$ cat src/design/seconds_calendar_clock_unit_assert.svh
// ----------------------------------------------------------------------------
// seconds calendar clock assertion macros
// concurrent checks on clk, disabled while arst_n is low
// ----------------------------------------------------------------------------
`ifndef SECONDS_CALENDAR_CLOCK_UNIT_ASSERT_SVH
`define SECONDS_CALENDAR_CLOCK_UNIT_ASSERT_SVH

`ifndef ASSERT_OFF
`define SCC_ASSERT_SAME(label, ante, cons, msg) \
	label: assert property (@(posedge clk) disable iff (!arst_n) (ante) |-> (cons)) \
		else $error(msg);
`define SCC_ASSERT_NEXT(label, ante, cons, msg) \
	label: assert property (@(posedge clk) disable iff (!arst_n) (ante) |=> (cons)) \
		else $error(msg);
`else
`define SCC_ASSERT_SAME(label, ante, cons, msg)
`define SCC_ASSERT_NEXT(label, ante, cons, msg)
`endif

`endif

$ cat src/design/scc_pkg.sv
// ----------------------------------------------------------------------------
// scc_pkg
// shared types, constants and the month offset table of the calendar clock
// ----------------------------------------------------------------------------
package scc_pkg;

	localparam logic [1:0] ACT_TICK = 2'd0;
	localparam logic [1:0] ACT_SET  = 2'd1;
	localparam logic [1:0] ACT_READ = 2'd2;

	localparam logic [24:0] SECS_PER_YEAR = 25'd31536000;
	localparam logic [16:0] SECS_PER_DAY  = 17'd86400;
	localparam logic [5:0]  SECS_PER_MIN  = 6'd60;
	localparam logic [6:0]  YEAR_MAX      = 7'd99;

	typedef struct packed {
		logic [1:0] action;
		logic [7:0] set_year;
		logic [3:0] set_month;
		logic [4:0] set_date;
		logic [4:0] set_hour;
		logic [5:0] set_minute;
		logic [5:0] set_second;
	} cmd_t;

	typedef struct packed {
		logic [6:0] year;
		logic [3:0] month;
		logic [4:0] date;
		logic [4:0] hour;
		logic [5:0] minute;
		logic [5:0] second;
	} cal_t;

	// set value built from the item fields, year above 99 already forced to zero
	typedef struct packed {
		logic [1:0]  action;
		logic [24:0] sum;
		logic [6:0]  year;
	} load_t;

	// counter and year after the item took effect
	typedef struct packed {
		logic [24:0] sec;
		logic [6:0]  year;
	} stamp_t;

	// second of year at which month idx+1 starts
	function automatic logic [24:0] month_start(input logic [3:0] idx);
		logic [24:0] r;
		case (idx)
			4'd0:    r = 25'd0;
			4'd1:    r = 25'd2678400;
			4'd2:    r = 25'd5097600;
			4'd3:    r = 25'd7776000;
			4'd4:    r = 25'd10368000;
			4'd5:    r = 25'd13046400;
			4'd6:    r = 25'd15638400;
			4'd7:    r = 25'd18316800;
			4'd8:    r = 25'd20995200;
			4'd9:    r = 25'd23587200;
			4'd10:   r = 25'd26265600;
			4'd11:   r = 25'd28857600;
			default: r = 25'd0;
		endcase
		return r;
	endfunction

endpackage

$ cat src/design/scc_load.sv
// ----------------------------------------------------------------------------
// scc_load
// input register: clamps the set fields and builds the set counter value
// ----------------------------------------------------------------------------
module scc_load
	import scc_pkg::*;
(
	input  logic  clk,
	input  logic  arst_n,
	input  logic  up_valid,
	input  cmd_t  up_item,
	output logic  up_ready,
	output logic  dn_valid,
	output load_t dn_item,
	input  logic  dn_ready
);

	localparam logic [11:0] SECS_PER_HOUR = 12'd3600;

	logic        valid_s1;
	load_t       item_s1;
	logic [3:0]  m_idx;
	logic [4:0]  d_idx;
	load_t       item_d;

	always_comb begin
		if (up_item.set_month == 4'd0) begin
			m_idx = 4'd0;
		end else if (up_item.set_month > 4'd12) begin
			m_idx = 4'd11;
		end else begin
			m_idx = up_item.set_month - 4'd1;
		end
		d_idx = (up_item.set_date == 5'd0) ? 5'd0 : up_item.set_date - 5'd1;

		item_d.action = up_item.action;
		item_d.sum    = month_start(m_idx)
		              + 25'(d_idx) * 25'(SECS_PER_DAY)
		              + 25'(up_item.set_hour) * 25'(SECS_PER_HOUR)
		              + 25'(up_item.set_minute) * 25'(SECS_PER_MIN)
		              + 25'(up_item.set_second);
		item_d.year   = (up_item.set_year > 8'(YEAR_MAX)) ? 7'd0 : up_item.set_year[6:0];
	end

	assign up_ready = !valid_s1 || dn_ready;

	always_ff @(posedge clk or negedge arst_n) begin
		if (!arst_n) begin
			valid_s1 <= 1'b0;
		end else if (up_ready) begin
			valid_s1 <= up_valid;
		end
	end

	always_ff @(posedge clk) begin
		if (up_ready && up_valid) begin
			item_s1 <= item_d;
		end
	end

	assign dn_valid = valid_s1;
	assign dn_item  = item_s1;

endmodule

$ cat src/design/scc_state.sv
// ----------------------------------------------------------------------------
// scc_state
// second-of-year counter and year: applies tick or set, read and other actions hold, wraps at year end
// ----------------------------------------------------------------------------
`include "seconds_calendar_clock_unit_assert.svh"

module scc_state
	import scc_pkg::*;
(
	input  logic   clk,
	input  logic   arst_n,
	input  logic   up_valid,
	input  load_t  up_item,
	output logic   up_ready,
	output logic   dn_valid,
	output stamp_t dn_item,
	input  logic   dn_ready
);

	logic [24:0] sec_q;
	logic [6:0]  year_q;
	logic        valid_s2;
	stamp_t      item_s2;
	logic [24:0] base_sec;
	logic [6:0]  base_year;
	logic [24:0] sec_n;
	logic [6:0]  year_n;
	logic        take;

	function automatic logic [6:0] next_year(input logic [6:0] y);
		logic [6:0] yn;
		yn = y + 7'd1;
		return (yn > YEAR_MAX) ? 7'd0 : yn;
	endfunction

	always_comb begin
		case (up_item.action)
			ACT_TICK: begin
				base_sec  = sec_q + 25'd1;
				base_year = year_q;
			end
			ACT_SET: begin
				base_sec  = up_item.sum;
				base_year = up_item.year;
			end
			ACT_READ: begin
				base_sec  = sec_q;
				base_year = year_q;
			end
			default: begin
				base_sec  = sec_q;
				base_year = year_q;
			end
		endcase
		if (base_sec >= SECS_PER_YEAR) begin
			sec_n  = base_sec - SECS_PER_YEAR;
			year_n = next_year(base_year);
		end else begin
			sec_n  = base_sec;
			year_n = base_year;
		end
	end

	assign up_ready = !valid_s2 || dn_ready;
	assign take     = up_valid && up_ready;

	always_ff @(posedge clk or negedge arst_n) begin
		if (!arst_n) begin
			sec_q    <= 25'd0;
			year_q   <= 7'd0;
			valid_s2 <= 1'b0;
		end else begin
			if (take) begin
				sec_q  <= sec_n;
				year_q <= year_n;
			end
			if (up_ready) begin
				valid_s2 <= up_valid;
			end
		end
	end

	always_ff @(posedge clk) begin
		if (take) begin
			item_s2.sec  <= sec_n;
			item_s2.year <= year_n;
		end
	end

	assign dn_valid = valid_s2;
	assign dn_item  = item_s2;

	`SCC_ASSERT_SAME(a_sec_range, 1'b1, sec_q < SECS_PER_YEAR, "counter past year end")
	`SCC_ASSERT_SAME(a_year_range, 1'b1, year_q <= YEAR_MAX, "year above limit")
	`SCC_ASSERT_NEXT(a_tick_step, take && up_item.action == ACT_TICK && sec_q != SECS_PER_YEAR - 25'd1, sec_q == $past(sec_q) + 25'd1 && $stable(year_q), "tick did not add one second")
	`SCC_ASSERT_NEXT(a_hold, !take, $stable(sec_q) && $stable(year_q), "state changed without an item")

endmodule

$ cat src/design/scc_split.sv
// ----------------------------------------------------------------------------
// scc_split
// breakdown pipeline: month search, day, then hour, minute and second
// ----------------------------------------------------------------------------
module scc_split
	import scc_pkg::*;
(
	input  logic   clk,
	input  logic   arst_n,
	input  logic   up_valid,
	input  stamp_t up_item,
	output logic   up_ready,
	output logic   dn_valid,
	output cal_t   dn_item,
	input  logic   dn_ready
);

	// floor(x / d) = (x * recip) >> shift, exact over the ranges used here
	localparam logic [14:0] DAY_RECIP   = 15'd24856;
	localparam logic [12:0] HOUR_RECIP  = 13'd4661;
	localparam logic [15:0] MIN_RECIP   = 16'd34953;
	localparam logic [5:0]  MIN_PER_HOUR = 6'd60;

	logic valid_s3, valid_s4, valid_s5, valid_s6, valid_s7;
	logic rdy_s3, rdy_s4, rdy_s5, rdy_s6, rdy_s7;

	logic [6:0]  year_s3, year_s4, year_s5, year_s6;
	logic [3:0]  month_s3, month_s4, month_s5, month_s6;
	logic [21:0] rem_s3, rem_s4;
	logic [4:0]  dq_s4;
	logic [4:0]  date_s5, date_s6;
	logic [16:0] sod_s5, sod_s6;
	logic [4:0]  hq_s6;
	logic [10:0] tm_s6;
	cal_t        item_s7;

	logic [10:0] thermo;
	logic [3:0]  mcnt;
	logic [29:0] day_prod;
	logic [25:0] hour_prod;
	logic [30:0] min_prod;

	assign rdy_s7   = !valid_s7 || dn_ready;
	assign rdy_s6   = !valid_s6 || rdy_s7;
	assign rdy_s5   = !valid_s5 || rdy_s6;
	assign rdy_s4   = !valid_s4 || rdy_s5;
	assign rdy_s3   = !valid_s3 || rdy_s4;
	assign up_ready = rdy_s3;

	always_comb begin
		for (int k = 1; k < 12; k++) begin
			thermo[k-1] = up_item.sec >= month_start(4'(k));
		end
		mcnt      = 4'($countones(thermo));
		day_prod  = 30'(rem_s3[21:7]) * 30'(DAY_RECIP);
		hour_prod = 26'(sod_s5[16:4]) * 26'(HOUR_RECIP);
		min_prod  = 31'(sod_s5[16:2]) * 31'(MIN_RECIP);
	end

	always_ff @(posedge clk or negedge arst_n) begin
		if (!arst_n) begin
			valid_s3 <= 1'b0;
			valid_s4 <= 1'b0;
			valid_s5 <= 1'b0;
			valid_s6 <= 1'b0;
			valid_s7 <= 1'b0;
		end else begin
			if (rdy_s3) valid_s3 <= up_valid;
			if (rdy_s4) valid_s4 <= valid_s3;
			if (rdy_s5) valid_s5 <= valid_s4;
			if (rdy_s6) valid_s6 <= valid_s5;
			if (rdy_s7) valid_s7 <= valid_s6;
		end
	end

	always_ff @(posedge clk) begin
		if (rdy_s3 && up_valid) begin
			year_s3  <= up_item.year;
			month_s3 <= mcnt + 4'd1;
			rem_s3   <= 22'(up_item.sec - month_start(mcnt));
		end
		if (rdy_s4 && valid_s3) begin
			year_s4  <= year_s3;
			month_s4 <= month_s3;
			rem_s4   <= rem_s3;
			dq_s4    <= day_prod[28:24];
		end
		if (rdy_s5 && valid_s4) begin
			year_s5  <= year_s4;
			month_s5 <= month_s4;
			date_s5  <= dq_s4 + 5'd1;
			sod_s5   <= 17'(rem_s4 - 22'(dq_s4) * 22'(SECS_PER_DAY));
		end
		if (rdy_s6 && valid_s5) begin
			year_s6  <= year_s5;
			month_s6 <= month_s5;
			date_s6  <= date_s5;
			sod_s6   <= sod_s5;
			hq_s6    <= hour_prod[24:20];
			tm_s6    <= min_prod[29:19];
		end
		if (rdy_s7 && valid_s6) begin
			item_s7.year   <= year_s6;
			item_s7.month  <= month_s6;
			item_s7.date   <= date_s6;
			item_s7.hour   <= hq_s6;
			item_s7.minute <= 6'(tm_s6 - 11'(hq_s6) * 11'(MIN_PER_HOUR));
			item_s7.second <= 6'(sod_s6 - 17'(tm_s6) * 17'(SECS_PER_MIN));
		end
	end

	assign dn_valid = valid_s7;
	assign dn_item  = item_s7;

endmodule

$ cat src/design/seconds_calendar_clock_unit.sv
// throughput: one item per cycle while cal_stall is low, the counter update is registered directly
// the breakdown pipeline uses reciprocal multiplies in place of divides
// stages advance independently, so bubbles fill while a result is stalled
// reset: counter and year clear to zero, all stages empty
// ----------------------------------------------------------------------------
// seconds_calendar_clock_unit
// calendar clock with a second-of-year counter, two-digit year, no leap years
// ----------------------------------------------------------------------------
module seconds_calendar_clock_unit
	import scc_pkg::*;
(
	input  logic clk,
	input  logic arst_n,
	input  logic cmd_valid,
	output logic cmd_stall,
	input  cmd_t cmd,
	output logic cal_valid,
	input  logic cal_stall,
	output cal_t cal
);

	logic   load_ready;
	logic   load_valid;
	load_t  load_item;
	logic   state_ready;
	logic   stamp_valid;
	stamp_t stamp_item;
	logic   split_ready;

	scc_load u_load (
		.clk      (clk),
		.arst_n   (arst_n),
		.up_valid (cmd_valid),
		.up_item  (cmd),
		.up_ready (load_ready),
		.dn_valid (load_valid),
		.dn_item  (load_item),
		.dn_ready (state_ready)
	);

	scc_state u_state (
		.clk      (clk),
		.arst_n   (arst_n),
		.up_valid (load_valid),
		.up_item  (load_item),
		.up_ready (state_ready),
		.dn_valid (stamp_valid),
		.dn_item  (stamp_item),
		.dn_ready (split_ready)
	);

	scc_split u_split (
		.clk      (clk),
		.arst_n   (arst_n),
		.up_valid (stamp_valid),
		.up_item  (stamp_item),
		.up_ready (split_ready),
		.dn_valid (cal_valid),
		.dn_item  (cal),
		.dn_ready (!cal_stall)
	);

	assign cmd_stall = !load_ready;

endmodule

$ cat config.mk
export PLATFORM = sky130hd
export DESIGN_NAME = seconds_calendar_clock_unit
export DESIGN_NICKNAME = d
export VERILOG_FILES = /design/src/design/scc_pkg.sv /design/src/design/scc_load.sv /design/src/design/scc_state.sv /design/src/design/scc_split.sv /design/src/design/seconds_calendar_clock_unit.sv
export VERILOG_INCLUDE_DIRS = /design/src /design/src/design
export SDC_FILE = /design/constraint.sdc
export NUM_CORES = 1
export LEC_CHECK = 0
export BUFFER_PORTS_ARGS = -buffer_cell sky130_fd_sc_hd__buf_2
export CORE_UTILIZATION = 55
export DETAILED_ROUTE_END_ITERATION = 8
export HOLD_SLACK_MARGIN = 0.15
export PLACE_DENSITY = 0.85
export SLEW_MARGIN = 15
export SYNTH_ARGS = -nofsm -noshare
export SYNTH_HDL_FRONTEND = slang
export SYNTH_SLANG_ARGS = --single-unit
$ cat constraint.sdc
create_clock -name clk -period 6.6 [get_ports clk]
set_input_delay 0.33 -clock clk [delete_from_list [all_inputs] [get_ports clk]]
set_output_delay 0.33 -clock clk [all_outputs]
set_load 0.03 [all_outputs]
# == Word level (Yosys, flattened, before mapping) ==
# Memories as Yosys holds them, arrays and structs flattened.
# Index checks and enable logic that the tools add are counted.
# op_classes
order_cmp,15
add_sub_neg,25
n_mul,9
n_reduce_logical,26
muxes,9
eq_ne,1
# op_table
op,count
"25-bit >= comparator, second input constant",6
"25-bit by 24-bit >= comparator with 1-bit output, second input constant",3
"25-bit by 23-bit >= comparator with 1-bit output, second input constant",2
25-bit case mux with 2 select lines,1
"15-bit by 16-bit multiplier with 30-bit output, second input constant",1
"15-bit by 12-bit multiplier with 26-bit output, second input constant",1
"25-bit by 1-bit adder with 25-bit output, second input constant",1
25-bit by 12-bit adder with 25-bit output,1
25-bit by 17-bit adder with 25-bit output,1
25-bit by 22-bit adder with 25-bit output,1
25-bit by 6-bit adder with 25-bit output,1
"25-bit by 22-bit >= comparator with 1-bit output, second input constant",1
"13-bit by 13-bit multiplier with 25-bit output, second input constant",1
25-bit two-way mux,1
"25-bit subtractor, second input constant",1
22-bit two-way mux,1
22-bit subtractor,1
7-bit two-way mux,3
17-bit subtractor,1
4-bit adder,4
"5-bit by 10-bit multiplier with 15-bit output, second input constant",1
"5-bit by 8-bit multiplier with 13-bit output, second input constant",1
6-bit subtractor,2
"11-bit by 4-bit multiplier with 4-bit output, second input constant",1
22 further kinds,47
# totals
romBits,576
out_inout_bits,35
memories,2
reg_bits,275
# mem_list
memory,words,width,read_ports,rd_clocked_by_memory_dff,wr,line_no,rtl
(no name shown),16,18,1,0,0,scc_pkg.sv:51,case (idx)
(no name shown),16,18,1,0,0,scc_pkg.sv:51,

# == Depth between registers and ports, before layout ==
# Gate-level depths: netlist (run 1).
# logic_depth
ltp_word,9
mapped_depth,30
ltp_nobuf,30

# == By module ==
# Synthesis (run 1) repeated with hierarchy kept, for this count alone.
# hier_totals
cells_unflattened,2140
hier_area_um2,23323.6
# by_module_without_submodules
module,cells_per_inst,instances,seq_area_each_um2,area_per_inst_um2
scc_split,1202,1,5079.9,14104.8
scc_load,501,1,1046.0,4912.2
scc_state,435,1,1786.7,4299.1
seconds_calendar_clock_unit,2,1,0.0,7.5

# == Worst setup path before layout (run 1) ==
# Ideal clock, no wire load.
# synth_path
kind,flip-flop to flip-flop
startpoint,register u_state.item_s2 (netlist bit u_state.dn_item[15])
endpoint,"register u_split.rem_s3[20], data pin"
path_buffers,1
path_slack_ns,-0.203
arrival_ns,6.545
path_stages_with_launch,28
path_cell_list,edfxtp_1 -> inv_1 -> nand2_1 -> a211o_1 -> a2111oi_0 -> o21ai_0 -> a31o_2 -> ha_1 -> fa_1 -> fa_1 -> fa_1 -> ha_1 -> fa_1 -> xor2_1 -> clkbuf_1 -> a21oi_1 -> o21ai_0 -> inv_1 -> ha_1 -> nor2b_1 -> o21ai_0 -> a21boi_0 -> o21ai_0 -> a211oi_1 -> nor3_1 -> o41ai_1 -> a21oi_1 -> xnor2_1
# synth_via
elab_chain_len,8
word_cells_on_any_way,24
cone_classes,11 x add/sub; 11 x order compare; 1 x mux; 1 x memory
# synth_rtl
element,line_no,rtl
"start, declared",scc_state.sv:23,stamp_t item_s2;
"25-bit by 22-bit >= comparator with 1-bit output, or another cell as far along",scc_split.sv:52,thermo[k-1] = up_item.sec >= month_start(4'(k));
1-bit by 1-bit adder with 2-bit output (not written as such),scc_split.sv:54,mcnt = 4'($countones(thermo));
4-bit adder (not written as such) (3 in a row),scc_split.sv:54,
memory read 16 x 18 bit,--,
22-bit two-way mux,scc_split.sv:77,if (rdy_s3 && up_valid) begin
22-bit subtractor *,scc_split.sv:80,rem_s3 <= 22'(up_item.sec - month_start(mcnt));
"end signal, assigned",scc_split.sv:80,
"end, declared",scc_split.sv:29,"logic [21:0] rem_s3, rem_s4;"
# Mark *: on every way between the ends. The rest lies on a longest branch, timed or not. The select of a mux whose other input is x is not followed.
# A chain may end at the register's enable or synchronous reset.

# == Worst setup path in the final report (run 1) ==
# layout_path
startpoint,register u_state.item_s2 (netlist bit u_state.dn_item[15])
endpoint,"register u_split.rem_s3[21], data pin"
# The elaborated chain is that of the path after synthesis.

==> metrics.txt, run 1 <==
# TYPE chip_impl_metric gauge
chip_impl_metric{name="antenna_violating_nets_post_route",unit=""} 0
chip_impl_metric{name="core_area",unit="mm²"} 0.0409
chip_impl_metric{name="synth_warnings",unit=""} 0
chip_impl_metric{name="syn_inst",unit=""} 2119
chip_impl_metric{name="drc",unit=""} 0
chip_impl_metric{name="cts-buffers-inserted",unit=""} 27
chip_impl_metric{name="grt_overflow",unit=""} 0
chip_impl_metric{name="portBuffers",unit=""} 74
chip_impl_info{name="timing.critical_path.from_type",value="register"} 1
chip_impl_metric{name="edff_count_synth",unit=""} 231
chip_impl_metric{name="cts.htree.levels",unit=""} 1
chip_impl_metric{name="report.final.hold_viol_count",unit=""} 0
chip_impl_metric{name="finClkSkew",unit="ns"} 0.0114
chip_impl_metric{name="first_global_vias",unit=""} 16500
chip_impl_metric{name="slew_violations",unit=""} 0
chip_impl_metric{name="crit_fanout",unit=""} 4
chip_impl_metric{name="synthDistinctLibCells",unit=""} 82
chip_impl_metric{name="area.growth.synth_to_final",unit="%"} 11.7
chip_impl_info{name="worstSetupStartpoint",value="u_state.dn_item[15]$_DFFE_PP_"} 1
chip_impl_info{name="critPathKind",value="register to register"} 1
chip_impl_metric{name="worst_slew_margin_rel",unit="%"} 27.5
chip_impl_metric{name="final_min_period_over_clock_period",unit="%"} 98.1
chip_impl_metric{name="max_clock_freq",unit="MHz"} 154
chip_impl_metric{name="grt_pass1_wl",unit="mm"} 77.8
chip_impl_metric{name="route.detailed.wl_per_inst",unit="µm"} 16.5
chip_impl_info{name="cp-end-kind",value="register"} 1
chip_impl_metric{name="final_stage_net_count",unit=""} 2842
chip_impl_metric{name="worstPathRequired",unit="ns"} 6.90
chip_impl_metric{name="max_cap_violations",unit=""} 0
chip_impl_metric{name="ys_ff_latch",unit=""} 270
chip_impl_metric{name="total_wire_length_after_detailed_routing",unit="mm"} 46.5
chip_impl_metric{name="netlist_area",unit="mm²"} 0.0229
chip_impl_info{name="rsz_0062_raised_after_global_routing",value="yes"} 1
chip_impl_metric{name="grt_antenna_before_repair",unit=""} 0
chip_impl_metric{name="placementRows",unit=""} 74
chip_impl_metric{name="worst_slew_pin_slew",unit="ns"} 1.08
chip_impl_info{name="crit_path_end",value="u_split.rem_s3[21]$_DFFE_PP_"} 1
chip_impl_metric{name="mappedNetlistNets",unit=""} 2691
chip_impl_info{name="r2r-start",value="u_state.dn_item[15]$_DFFE_PP_"} 1
chip_impl_metric{name="tritoncts_num_sinks",unit=""} 270
chip_impl_metric{name="r2r_cells",unit=""} 26
chip_impl_metric{name="hpwlAfterDp",unit="mm"} 36.8
chip_impl_info{name="tritoncts",value="yes"} 1
chip_impl_metric{name="nFillCells",unit=""} 3125
chip_impl_metric{name="clk_transition_reported_paths",unit="ns"} 0.06
chip_impl_metric{name="vias",unit=""} 15900
chip_impl_metric{name="groute.usage.overall",unit="%"} 22.6
chip_impl_info{name="min_path_type",value="input pin to register"} 1
chip_impl_metric{name="clockBufferDepth",unit=""} 3
chip_impl_metric{name="syn_area_per_cell",unit="µm²"} 10.8
chip_impl_metric{name="vias_per_cell",unit=""} 5.64
chip_impl_metric{name="chipHeight",unit="µm"} 206
chip_impl_metric{name="layout_cell_share_with_drive_strength_beyond_1",unit="%"} 11.8
chip_impl_metric{name="final_cells",unit=""} 2822
chip_impl_info{name="rr_endpoint",value="u_split.rem_s3[21]$_DFFE_PP_"} 1
chip_impl_metric{name="min_period",unit="ns"} 6.48
chip_impl_metric{name="dpl.cell_count",unit=""} 2739
chip_impl_metric{name="clock_latency_on_the_worst_skew_pair",unit="ns"} 0.56
chip_impl_info{name="cpMaxStageDelayCell",value="sky130_fd_sc_hd__fa_1"} 1
chip_impl_metric{name="die_x",unit="µm"} 206
chip_impl_metric{name="die_area",unit="mm²"} 0.0425
chip_impl_metric{name="arrival",unit="ns"} 6.78
chip_impl_metric{name="dr.pass1.iters",unit=""} 5
chip_impl_metric{name="num_antenna_cells",unit=""} 0
chip_impl_metric{name="largest_net_degree_at_the_start_of_global_routing",unit=""} 64
chip_impl_metric{name="asyncSetResetFlopFracSynth",unit="%"} 14.4
chip_impl_info{name="status",value="complete, no violations"} 1
chip_impl_metric{name="timing.reg2reg.setup_slack",unit="ns"} 0.12
chip_impl_metric{name="gp_routability_congestion",unit=""} 0.908
chip_impl_metric{name="setup_violation_total_in_the_final_timing_report",unit=""} 0
chip_impl_info{name="cts_root_buf",value="sky130_fd_sc_hd__clkbuf_16"} 1
chip_impl_metric{name="drt_iter0_drc",unit=""} 730
chip_impl_metric{name="io_pins",unit=""} 75
chip_impl_metric{name="ys_seq_area_share",unit="%"} 34.5
chip_impl_metric{name="floorplan.initialDensity",unit="%"} 56.0
chip_impl_metric{name="worst_path_largest_cell_delay",unit="ns"} 0.56
chip_impl_info{name="synth_top_flop_cell",value="sky130_fd_sc_hd__edfxtp_1"} 1
==> area by class of cell <==
type	instances	area (µm²)	area share, %
Clock buffer	33	748	2.92
Clock inverter	16	168	0.655
Inverter	336	1260	4.93
Multi-Input combinational cell	1471	13700	53.6
Sequential cell	270	7910	30.9
Tap cell	532	666	2.60
Timing Repair Buffer	164	1110	4.35
==> flip-flops by register name, indices dropped and copies added, names as in the netlist, 5 cells and up <==
register and cells:
u_load.dn_item 34, u_split.rem_s3 22, u_split.dq_s4 5, u_state.sec_q 25
u_split.sod_s6 6, u_split.year_s6 7, u_split.year_s3 7, u_state.dn_item 32
u_split.hq_s6 5, u_split.year_s4 7, u_split.dn_item 33, u_split.year_s5 7
u_split.date_s5 5, u_split.date_s6 5, u_split.tm_s6 6, u_split.sod_s5 17
u_state.year_q 7, u_split.rem_s4 17
==> critical path, delay by kind of cell (launching register included) <==
family	cells	cell delay [ns]
AO/OA/AOI/OAI	11	2.20
XOR/XNOR	2	0.32
adder cells (fa/ha/maj)	7	2.64
buffers and inverters	3	0.24
flip-flops	1	0.47
AND/OR/NAND/NOR	3	0.34
==> synthesized netlist by cell type (18+ instances only) <==
master                     count  area share (%)
sky130_fd_sc_hd__nor3_1       34            0.74
sky130_fd_sc_hd__xnor2_1      85             3.2
sky130_fd_sc_hd__a21oi_1      82             1.8
sky130_fd_sc_hd__xor2_1       36             1.4
sky130_fd_sc_hd__clkbuf_1     29            0.48
sky130_fd_sc_hd__nor2_1      113             1.9
sky130_fd_sc_hd__fa_1        120              10
sky130_fd_sc_hd__edfxtp_1    231              30
sky130_fd_sc_hd__o211ai_1     19            0.62
sky130_fd_sc_hd__nand4_1      19            0.52
sky130_fd_sc_hd__nand2_1      97             1.6
sky130_fd_sc_hd__nand3_1      32            0.70
sky130_fd_sc_hd__a31oi_1      18            0.49
sky130_fd_sc_hd__ha_1        412              23
sky130_fd_sc_hd__inv_1       334             5.5
sky130_fd_sc_hd__and2_1       20            0.55
sky130_fd_sc_hd__dfrtp_1      39             4.3
sky130_fd_sc_hd__mux2_2       22             1.1
sky130_fd_sc_hd__nor2b_1      26            0.71
sky130_fd_sc_hd__a21o_1       29            0.95
sky130_fd_sc_hd__o21ai_0      60             1.3
sky130_fd_sc_hd__nand2b_1     18            0.49
==> kinds of logic (layout without fill, tap and decap cells) <==
kind of cell	count (synthesis)	after routing	share of synthesized area (%)
buffers and inverters	378	549	6.27
DFF	270	270	34.5
adders and majority gates	532	532	33.0
muxes	37	37	1.74
AOI/OAI and AO/OA	355	355	10.5
xor gates and xnor gates	121	121	4.63
and+or+nand+nor	426	426	9.36
==> worst min path at each step <==
| stage | startpoint | to | slack (ns) | cells past startpoint |
|---|---|---|---|---|
| floorplan | arst_n | u_load.dn_valid$_DFFE_PN0N_ | 0.03 | 0 |
| global placement | u_split.month_s4[2]$_DFFE_PP_ | u_split.month_s5[2]$_DFFE_PP_ | 0.40 | 0 |
| detailed placement | u_state.dn_item[3]$_DFFE_PP_ | u_split.year_s3[3]$_DFFE_PP_ | 0.40 | 0 |
| finish | cmd[3] | u_load.dn_item[10]$_DFFE_PP_ | 0.22 | 3 |
| global route | cmd[3] | u_load.dn_item[10]$_DFFE_PP_ | 0.23 | 3 |
| CTS | cmd[3] | u_load.dn_item[10]$_DFFE_PP_ | 0.19 | 3 |
==> placed cells by master, fill, tap and decap left out, types with 19 or more instances in the layout <==
master / count
sky130_fd_sc_hd__dfrtp_1: 39
sky130_fd_sc_hd__nor2b_1: 23
sky130_fd_sc_hd__a21oi_1: 81
sky130_fd_sc_hd__inv_1: 330
sky130_fd_sc_hd__clkbuf_16: 27
sky130_fd_sc_hd__edfxtp_1: 231
sky130_fd_sc_hd__nor3_1: 32
sky130_fd_sc_hd__o21ai_0: 52
sky130_fd_sc_hd__xor2_1: 35
sky130_fd_sc_hd__nand4_1: 19
sky130_fd_sc_hd__ha_1: 409
sky130_fd_sc_hd__a21o_1: 29
sky130_fd_sc_hd__nor2_1: 111
sky130_fd_sc_hd__buf_2: 74
sky130_fd_sc_hd__nand2_1: 96
sky130_fd_sc_hd__xnor2_1: 84
sky130_fd_sc_hd__mux2_2: 22
sky130_fd_sc_hd__fa_1: 117
sky130_fd_sc_hd__nand3_1: 32
sky130_fd_sc_hd__buf_4: 71
sky130_fd_sc_hd__and2_1: 20
sky130_fd_sc_hd__o211ai_1: 19
==> layer usage <==
metal | track usage, % | part of all wire, % | up-vias
met1 | 26.2 | 40 | 7682
met3 | 2.21 | 3.4 | 100
li1 | - | - | 7747
met4 | 7.51 | 2.8 | 0
met5 | 0 | 0 | -
met2 | 43.0 | 54 | 379
==> stage by stage <==
| step | cell area (µm²) | TNS (ns) | utilization (%) | hold slack (ns) | setup WS, ns |
|---|---|---|---|---|---|
| after global routing | 25600 | -0.373 | 62.5 | 0.233 | -0.120 |
| after CTS | 25400 | 0 | 62.2 | 0.190 | 0.0231 |
| final | 25600 | 0 | 62.5 | 0.217 | 0.123 |
| after floorplan | 22900 | 0 | - | 0.0344 | 0.00963 |
| after detailed placement | 24200 | -1.34 | 59.2 | 0.405 | -0.393 |
| after global placement | 24200 | -0.856 | 59.2 | 0.400 | -0.294 |
==> what timing repair did <==
item | in CTS | in global routing
hold buffers | 16 | 0
pin swaps | 12 | 31
endpoints found under the hold margin | 55 | 0
gates resized for setup | 23 | 25
setup endpoints to repair | 4 | 6
buffers inserted | 13 | 4
Power of run 1 is not shown: default switching activity piles up to over one toggle a cycle in this logic, so the estimate is an artifact.
==> run 2: changes to the inputs <==
--- a/config.mk
+++ b/config.mk
@@ -14,4 +14,5 @@
 export SLEW_MARGIN = 15
 export SYNTH_ARGS = -nofsm -noshare
 export SYNTH_HDL_FRONTEND = slang
+export SYNTH_HIERARCHICAL = 1
 export SYNTH_SLANG_ARGS = --single-unit
==> run 2 against run 1 <==
- clock skew is 0.020 ns higher
- setup slack worse by 0.066 ns
- critical path depth is 3 lower
- die area is 1.8% higher
- first-iteration DRC count is 44% higher
- via count is 3.0% higher
- critical endpoint is now u_split/rem_s3[20]$_DFFE_PP_
- largest cell class unchanged
==> metrics.txt, run 2 <==
# TYPE chip_impl_metric gauge
chip_impl_metric{name="max_cap_violations",unit=""} 0
chip_impl_info{name="netlist_top_cells_count",value="sky130_fd_sc_hd__ha_1 (403), sky130_fd_sc_hd__inv_1 (290), sky130_fd_sc_hd__edfxtp_1 (231)"} 1
chip_impl_metric{name="syn_inst",unit=""} 2140
chip_impl_metric{name="grt_antenna_before_repair",unit=""} 0
chip_impl_metric{name="hold_ws",unit="ns"} 0.203
chip_impl_info{name="timing.hold.worst.start",value="cmd[3]"} 1
chip_impl_metric{name="setup_violation_total_in_the_final_timing_report",unit=""} 0
chip_impl_metric{name="core_area",unit="mm²"} 0.0419
chip_impl_metric{name="cts-buffers-inserted",unit=""} 29
chip_impl_metric{name="tritoncts_num_sinks",unit=""} 270
chip_impl_metric{name="total_wire_length_after_detailed_routing",unit="mm"} 47.6
chip_impl_metric{name="slew_violations",unit=""} 0
chip_impl_metric{name="vias",unit=""} 16400
chip_impl_metric{name="timing.reg2reg.setup_slack",unit="ns"} 0.06
chip_impl_metric{name="report.final.hold_viol_count",unit=""} 0
chip_impl_metric{name="min_path_cells",unit=""} 3
chip_impl_metric{name="multi_input_comb_area",unit="mm²"} 0.0143
chip_impl_metric{name="final_min_period_over_clock_period",unit="%"} 99.1
chip_impl_metric{name="worst_slew_margin_rel",unit="%"} 24.6
chip_impl_metric{name="first_global_vias",unit=""} 17200
chip_impl_info{name="yosys.cell_count.top_type",value="sky130_fd_sc_hd__ha_1"} 1
chip_impl_metric{name="clock_latency_on_the_worst_skew_pair",unit="ns"} 0.58
chip_impl_metric{name="asyncSetResetFlopFracSynth",unit="%"} 14.4
chip_impl_metric{name="route.detailed.wl_per_inst",unit="µm"} 16.8
chip_impl_info{name="tritoncts",value="yes"} 1
chip_impl_metric{name="synth_top_area_share",unit="%"} 29.7
chip_impl_metric{name="finClkSkew",unit="ns"} 0.0311
chip_impl_metric{name="clockBufferDepth",unit=""} 3
chip_impl_metric{name="finalSetupTns",unit="ns"} 0
chip_impl_metric{name="vias_per_cell",unit=""} 5.78
chip_impl_metric{name="ys_ff_latch",unit=""} 270
chip_impl_metric{name="gp_routability_congestion",unit=""} 0.947
chip_impl_info{name="worstSetupStartpoint",value="u_state/dn_item[17]$_DFFE_PP_"} 1
chip_impl_metric{name="arrival",unit="ns"} 6.85
chip_impl_info{name="timing.critical_path.from_type",value="register"} 1
chip_impl_metric{name="worst_path_largest_cell_delay",unit="ns"} 0.62
chip_impl_info{name="crit_path_cell_trace",value="buf_6 > o31ai_4 > a21oi_2 > or4_4 > a211oi_2 > fa_1 > fa_1 > fa_1 > fa_2 > fa_2 > inv_4 > ha_4 > buf_6 > nand2_4 > a31oi_4 > ha_4 > a21oi_4 > nor3b_4 > a21o_1 > o211ai_1 > a31oi_1 > o21bai_1 > xor2_1"} 1
chip_impl_metric{name="placementRows",unit=""} 75
chip_impl_metric{name="dr.pass1.iters",unit=""} 5
chip_impl_metric{name="r2r_cells",unit=""} 23
chip_impl_info{name="synthTopCellsByArea",value="sky130_fd_sc_hd__edfxtp_1 (30%), sky130_fd_sc_hd__ha_1 (22%), sky130_fd_sc_hd__fa_1 (10%)"} 1
chip_impl_metric{name="synth_warnings",unit=""} 6
chip_impl_info{name="critical-path-top-cell-by-count",value="sky130_fd_sc_hd__fa_1"} 1
chip_impl_metric{name="largest_net_degree_at_the_start_of_global_routing",unit=""} 57
chip_impl_info{name="cts_root_buf",value="sky130_fd_sc_hd__clkbuf_16"} 1
chip_impl_info{name="status",value="complete, no violations"} 1
chip_impl_metric{name="grt_pass1_wl",unit="mm"} 80.9
chip_impl_metric{name="worstPathRequired",unit="ns"} 6.90
chip_impl_metric{name="netlist_area",unit="mm²"} 0.0233
chip_impl_info{name="synth_top_cell_by_area",value="sky130_fd_sc_hd__edfxtp_1"} 1
chip_impl_metric{name="pre_cts_slack",unit="ns"} -0.216
chip_impl_metric{name="num_antenna_cells",unit=""} 0
chip_impl_info{name="critPathKind",value="register to register"} 1
chip_impl_metric{name="worst_slew_pin_slew",unit="ns"} 1.12
chip_impl_metric{name="ys_seq_area_share",unit="%"} 33.9
chip_impl_metric{name="floorplan.initialDensity",unit="%"} 55.7
chip_impl_metric{name="postPlaceCellArea",unit="mm²"} 0.0245
chip_impl_metric{name="min_period",unit="ns"} 6.54
chip_impl_info{name="synth_top_flop_cell",value="sky130_fd_sc_hd__edfxtp_1"} 1
chip_impl_info{name="r2r-start",value="u_state/dn_item[17]$_DFFE_PP_"} 1
chip_impl_metric{name="die_x",unit="µm"} 208
chip_impl_metric{name="largest_register_ff_count",unit=""} 34
chip_impl_info{name="worstHoldEndpoint",value="u_load/dn_item[10]$_DFFE_PP_"} 1
chip_impl_metric{name="max_clock_freq",unit="MHz"} 153
chip_impl_metric{name="drc",unit=""} 0
chip_impl_info{name="rsz_0062_raised_after_global_routing",value="yes"} 1
chip_impl_metric{name="crit_fanout",unit=""} 6
chip_impl_metric{name="io_pins",unit=""} 75
chip_impl_metric{name="ff_latch_area",unit="mm²"} 0.00791
chip_impl_info{name="most-common-layout-cells",value="sky130_fd_sc_hd__ha_1 (399), sky130_fd_sc_hd__inv_1 (288), sky130_fd_sc_hd__edfxtp_1 (231)"} 1
chip_impl_metric{name="final_stage_net_count",unit=""} 2838
chip_impl_metric{name="synthDistinctLibCells",unit=""} 108
chip_impl_info{name="min_path_type",value="input pin to register"} 1
chip_impl_metric{name="nFillCells",unit=""} 3160
chip_impl_metric{name="grt_overflow",unit=""} 0
chip_impl_metric{name="area.growth.synth_to_final",unit="%"} 11.6
chip_impl_metric{name="clk_transition_reported_paths",unit="ns"} 0.06
chip_impl_metric{name="groute.usage.overall",unit="%"} 22.5
chip_impl_metric{name="antenna_violating_nets_post_route",unit=""} 0
chip_impl_metric{name="portBuffers",unit=""} 74
chip_impl_metric{name="die_area",unit="mm²"} 0.0432
chip_impl_info{name="cpMaxStageDelayCell",value="sky130_fd_sc_hd__fa_2"} 1
chip_impl_metric{name="layout_cell_share_with_drive_strength_beyond_1",unit="%"} 12.8
chip_impl_metric{name="mappedNetlistNets",unit=""} 2704
chip_impl_metric{name="syn_area_per_cell",unit="µm²"} 10.9
chip_impl_info{name="rr_endpoint",value="u_split/rem_s3[20]$_DFFE_PP_"} 1
chip_impl_metric{name="chipHeight",unit="µm"} 208
chip_impl_metric{name="final_design_area_no_fill",unit="mm²"} 0.0260
chip_impl_metric{name="cts.htree.levels",unit=""} 1
chip_impl_metric{name="edff_count_synth",unit=""} 231
chip_impl_info{name="layout_commonest_cell",value="sky130_fd_sc_hd__ha_1"} 1
chip_impl_info{name="cp-end-kind",value="register"} 1
chip_impl_metric{name="fin_ws",unit="ns"} 0.0569
chip_impl_metric{name="hpwlAfterDp",unit="mm"} 37.0
chip_impl_metric{name="drt_iter0_drc",unit=""} 1049
[run 2: cell types whose count changed after synthesis, sizes merged, moves of 9 or more]
cell,before,now
o21ai,61,81
a22oi,14,5
nor3,35,45
ha,412,403
nor2,113,90
a21oi,82,98
nand2b,18,30
nand2,97,112
inv,334,294
a211o,4,13
nor2b,26,16
[run 2: what timing repair did]
| action | in CTS | in global routing |
|---|---|---|
| setup endpoints to repair | 5 | 8 |
| hold endpoints to repair | 53 | 0 |
| resized for setup | 9 | 39 |
| buffers inserted | 3 | 11 |
| pin swaps | 6 | 36 |
| hold buffers | 16 | 0 |
[run 2: through the flow]
step                      cells  utilization [%]
final                      2836             62.2
after global placement     2752             58.6
after global routing       2836             62.2
after detailed placement   2752             58.6
after floorplan            2140                -
after CTS                  2825             61.6
[run 2: worst max path at each step]
stage,to,slack (ns),depth (start not counted)
6_report,u_split/rem_s3[20]$_DFFE_PP_,0.06,23
4_1_cts,u_split/rem_s3[20]$_DFFE_PP_,0.008,24
5_1_grt,u_split/rem_s3[20]$_DFFE_PP_,-0.19,24
3_3_place_gp,u_split/rem_s3[21]$_DFFE_PP_,-0.01,24
2_1_floorplan,u_split/rem_s3[21]$_DFFE_PP_,0.02,24
3_5_place_dp,u_split/rem_s3[20]$_DFFE_PP_,-0.22,24
[run 2: logic make-up after synthesis]
kind of cell | share of synthesized area, %
xor+xnor | 4.54
flops | 33.9
compound gates | 11.8
simple gates | 10.3
buf+inv | 5.63
fa+ha+maj | 32.0
mux | 1.85
[run 2: final cells by class]
class                   count  area share, %
multi-input cells        1533           55.1
flip-flops and latches    270           30.4
inverters                 296           4.29
repair buffers            144           3.62
clock buffers              39           3.34
well taps                 539           2.59
clock inverters            15          0.668
[run 2: critical path: cells and delay by family (launching register included)]
kind | cells | cell delay, ns
compound gates | 9 | 1.61
simple gates | 3 | 0.68
buf+inv | 3 | 0.33
xor+xnor | 1 | 0.16
fa+ha+maj | 7 | 3.05
flops | 1 | 0.42
[run 2: routing by layer]
layer | GRT usage [%] | share of wire, % | vias to the layer above
met5 | 0 | 0 | -
met4 | 8.22 | 3.0 | 0
met3 | 1.96 | 3.8 | 104
met2 | 42.1 | 53 | 423
met1 | 26.8 | 41 | 7934
li1 | - | - | 7924
Power of run 2 is left out for the same reason.
==> run 3: changes to the inputs <==
--- a/config.mk
+++ b/config.mk
@@ -7,6 +7,7 @@
 export NUM_CORES = 1
 export LEC_CHECK = 0
 export BUFFER_PORTS_ARGS = -buffer_cell sky130_fd_sc_hd__buf_2
+export CORE_ASPECT_RATIO = 0.8
 export CORE_UTILIZATION = 55
 export DETAILED_ROUTE_END_ITERATION = 8
 export HOLD_SLACK_MARGIN = 0.15
==> run 3 against run 2 <==
- first-iteration DRC count fell by 1.5%
- utilization fell by 0.22 points
- flip-flop and latch count did not move
- setup slack improved by 0.14 ns
- largest cell class unchanged
- highest routed layer unchanged
==> metrics.txt, run 3 (synthesized netlist as in run 2, its figures left out) <==
# TYPE chip_impl_metric gauge
chip_impl_info{name="status",value="complete, no violations"} 1
chip_impl_metric{name="clk_transition_reported_paths",unit="ns"} 0.06
chip_impl_metric{name="num_antenna_cells",unit=""} 0
chip_impl_metric{name="vias",unit=""} 16500
chip_impl_metric{name="postPlaceCellArea",unit="mm²"} 0.0246
chip_impl_metric{name="total_wire_length_after_detailed_routing",unit="mm"} 49.5
chip_impl_metric{name="worstPathRequired",unit="ns"} 6.91
chip_impl_metric{name="route.detailed.wl_per_inst",unit="µm"} 17.4
chip_impl_metric{name="largest_net_degree_at_the_start_of_global_routing",unit=""} 40
chip_impl_metric{name="portBuffers",unit=""} 74
chip_impl_metric{name="hpwlAfterDp",unit="mm"} 38.9
chip_impl_info{name="most-common-layout-cells",value="sky130_fd_sc_hd__ha_1 (400), sky130_fd_sc_hd__inv_1 (288), sky130_fd_sc_hd__edfxtp_1 (231)"} 1
chip_impl_metric{name="fin_ws",unit="ns"} 0.201
chip_impl_metric{name="tritoncts_num_sinks",unit=""} 270
chip_impl_metric{name="pre_cts_slack",unit="ns"} -0.0769
chip_impl_metric{name="gp_routability_congestion",unit=""} 0.902
chip_impl_metric{name="drc",unit=""} 0
chip_impl_metric{name="report.final.hold_viol_count",unit=""} 0
chip_impl_info{name="crit_path_cell_trace",value="inv_2 > nand2_2 > o31ai_2 > a21oi_1 > or4_1 > a211oi_2 > fa_1 > fa_1 > fa_1 > fa_2 > fa_2 > inv_2 > ha_1 > nand2_1 > a21boi_1 > o22ai_2 > fa_2 > nand2b_4 > a211oi_2 > a211oi_2 > o211ai_1 > a31o_1 > a21oi_2 > xnor2_1"} 1
chip_impl_metric{name="min_path_cells",unit=""} 5
chip_impl_info{name="min_path_type",value="input pin to register"} 1
chip_impl_metric{name="clock_latency_on_the_worst_skew_pair",unit="ns"} 0.56
chip_impl_metric{name="setup_violation_total_in_the_final_timing_report",unit=""} 0
chip_impl_metric{name="final_design_area_no_fill",unit="mm²"} 0.0259
chip_impl_metric{name="largest_register_ff_count",unit=""} 34
chip_impl_metric{name="min_period",unit="ns"} 6.40
chip_impl_info{name="critPathKind",value="register to register"} 1
chip_impl_metric{name="max_cap_violations",unit=""} 0
chip_impl_metric{name="worst_path_largest_cell_delay",unit="ns"} 0.56
chip_impl_metric{name="dr.pass1.iters",unit=""} 5
chip_impl_info{name="timing.critical_path.from_type",value="register"} 1
chip_impl_metric{name="grt_antenna_before_repair",unit=""} 0
chip_impl_metric{name="clockBufferDepth",unit=""} 3
chip_impl_info{name="tritoncts",value="yes"} 1
chip_impl_metric{name="final_min_period_over_clock_period",unit="%"} 97.0
chip_impl_info{name="cts_root_buf",value="sky130_fd_sc_hd__clkbuf_16"} 1
chip_impl_metric{name="timing.reg2reg.setup_slack",unit="ns"} 0.20
chip_impl_metric{name="layout.core_utilization",unit="%"} 62.0
chip_impl_metric{name="worst_slew_pin_slew",unit="ns"} 1.06
chip_impl_info{name="rr_endpoint",value="u_split/rem_s3[21]$_DFFE_PP_"} 1
chip_impl_metric{name="die_x",unit="µm"} 232
chip_impl_metric{name="arrival",unit="ns"} 6.71
chip_impl_metric{name="slew_violations",unit=""} 0
chip_impl_metric{name="groute.usage.overall",unit="%"} 23.2
chip_impl_metric{name="max_clock_freq",unit="MHz"} 156
chip_impl_metric{name="hold_ws",unit="ns"} 0.218
chip_impl_metric{name="final_stage_net_count",unit=""} 2838
chip_impl_metric{name="crit_fanout",unit=""} 3
chip_impl_metric{name="worst_slew_margin_rel",unit="%"} 29.2
chip_impl_info{name="timing.hold.worst.start",value="cal_stall"} 1
chip_impl_metric{name="area.growth.synth_to_final",unit="%"} 11.2
chip_impl_metric{name="die_area",unit="mm²"} 0.0432
chip_impl_metric{name="antenna_violating_nets_post_route",unit=""} 0
chip_impl_metric{name="first_global_vias",unit=""} 16800
chip_impl_info{name="r2r-start",value="u_state/dn_item[15]$_DFFE_PP_"} 1
chip_impl_metric{name="io_pins",unit=""} 75
chip_impl_info{name="layout_commonest_cell",value="sky130_fd_sc_hd__ha_1"} 1
chip_impl_metric{name="drt_iter0_drc",unit=""} 1033
chip_impl_info{name="cp-end-kind",value="register"} 1
chip_impl_metric{name="layout_cell_share_with_drive_strength_beyond_1",unit="%"} 12.3
chip_impl_metric{name="floorplan.initialDensity",unit="%"} 55.8
chip_impl_metric{name="vias_per_cell",unit=""} 5.79
chip_impl_metric{name="chipHeight",unit="µm"} 186
chip_impl_metric{name="core_area",unit="mm²"} 0.0418
chip_impl_metric{name="placementRows",unit=""} 67
chip_impl_metric{name="r2r_cells",unit=""} 24
chip_impl_info{name="worstHoldEndpoint",value="u_split/valid_s6$_DFFE_PN0P_"} 1
chip_impl_metric{name="finClkSkew",unit="ns"} 0.00832
chip_impl_metric{name="cts-buffers-inserted",unit=""} 27
chip_impl_metric{name="cts.htree.levels",unit=""} 1
chip_impl_metric{name="grt_overflow",unit=""} 0
chip_impl_metric{name="grt_pass1_wl",unit="mm"} 81.3
chip_impl_info{name="cpMaxStageDelayCell",value="sky130_fd_sc_hd__fa_2"} 1
-- run 3: cell types whose count changed in the layout (fill, tap and decap cells not counted), moves of 3 or more --
cell / previous run / this run
sky130_fd_sc_hd__bufinv_16: 2 / 7
sky130_fd_sc_hd__clkbuf_16: 33 / 27
sky130_fd_sc_hd__inv_2: 4 / 7
sky130_fd_sc_hd__clkinv_4: 6 / 2
sky130_fd_sc_hd__buf_4: 52 / 57
sky130_fd_sc_hd__nor3_2: 4 / 1
sky130_fd_sc_hd__nor3_1: 40 / 43
-- run 3: area by class of cell --
| class | instances | area (µm²) |
|---|---|---|
| Clock buffer | 34 | 742 |
| Multi-Input combinational cell | 1533 | 14200 |
| Sequential cell | 270 | 7910 |
| Inverter | 296 | 1110 |
| Timing Repair Buffer | 146 | 948 |
| Fill cell | 3187 | 15900 |
| Clock inverter | 16 | 277 |
| Tap cell | 552 | 691 |
-- run 3: how the worst max path moves through the flow --
| stage | from | slack [ns] | depth (start not counted) | end |
|---|---|---|---|---|
| CTS | u_state/dn_item[15]$_DFFE_PP_ | 0.007 | 24 | u_split/rem_s3[21]$_DFFE_PP_ |
| global placement | u_state/dn_item[14]$_DFFE_PP_ | -0.02 | 24 | u_split/rem_s3[21]$_DFFE_PP_ |
| floorplan | u_state/dn_item[15]$_DFFE_PP_ | 0.02 | 24 | u_split/rem_s3[21]$_DFFE_PP_ |
| finish | u_state/dn_item[15]$_DFFE_PP_ | 0.20 | 24 | u_split/rem_s3[21]$_DFFE_PP_ |
| detailed placement | u_state/dn_item[15]$_DFFE_PP_ | -0.08 | 24 | u_split/rem_s3[21]$_DFFE_PP_ |
| global route | u_state/dn_item[15]$_DFFE_PP_ | -0.04 | 24 | u_split/rem_s3[20]$_DFFE_PP_ |
-- run 3: per-layer routing --
metal	vias to the layer above	track usage (%)	part of all wire, %
li1	7911	-	-
met1	8025	29.9	43
met2	467	41.0	49
met3	94	2.90	5.0
met4	0	6.71	2.5
met5	-	0	0
-- run 3: repair_timing --
action                                  CTS  global route
hold endpoints to repair                 52             0
gates resized for setup                   3            22
hold buffers                             15             0
buffers inserted                          0            10
endpoints found under the setup margin    3             8
pin swaps                                 6            26
-- run 3: stage by stage --
stage / TNS [ns] / std cells
2_1_floorplan: 0 / 2140
3_3_place_gp: -0.0174 / 2772
6_report: 0 / 2847
5_1_grt: -0.0715 / 2847
3_5_place_dp: -0.0916 / 2772
4_1_cts: 0 / 2837
-- run 3: worst max-delay path: cells and delay by family (launching register included) --
kind            cells  cell delay [ns]
simple gates        4             0.72
flops               1             0.41
buf+inv             2             0.16
xor+xnor            1             0.11
compound gates     10             1.77
fa+ha+maj           7             2.98
Power of run 3 is left out for the same reason.
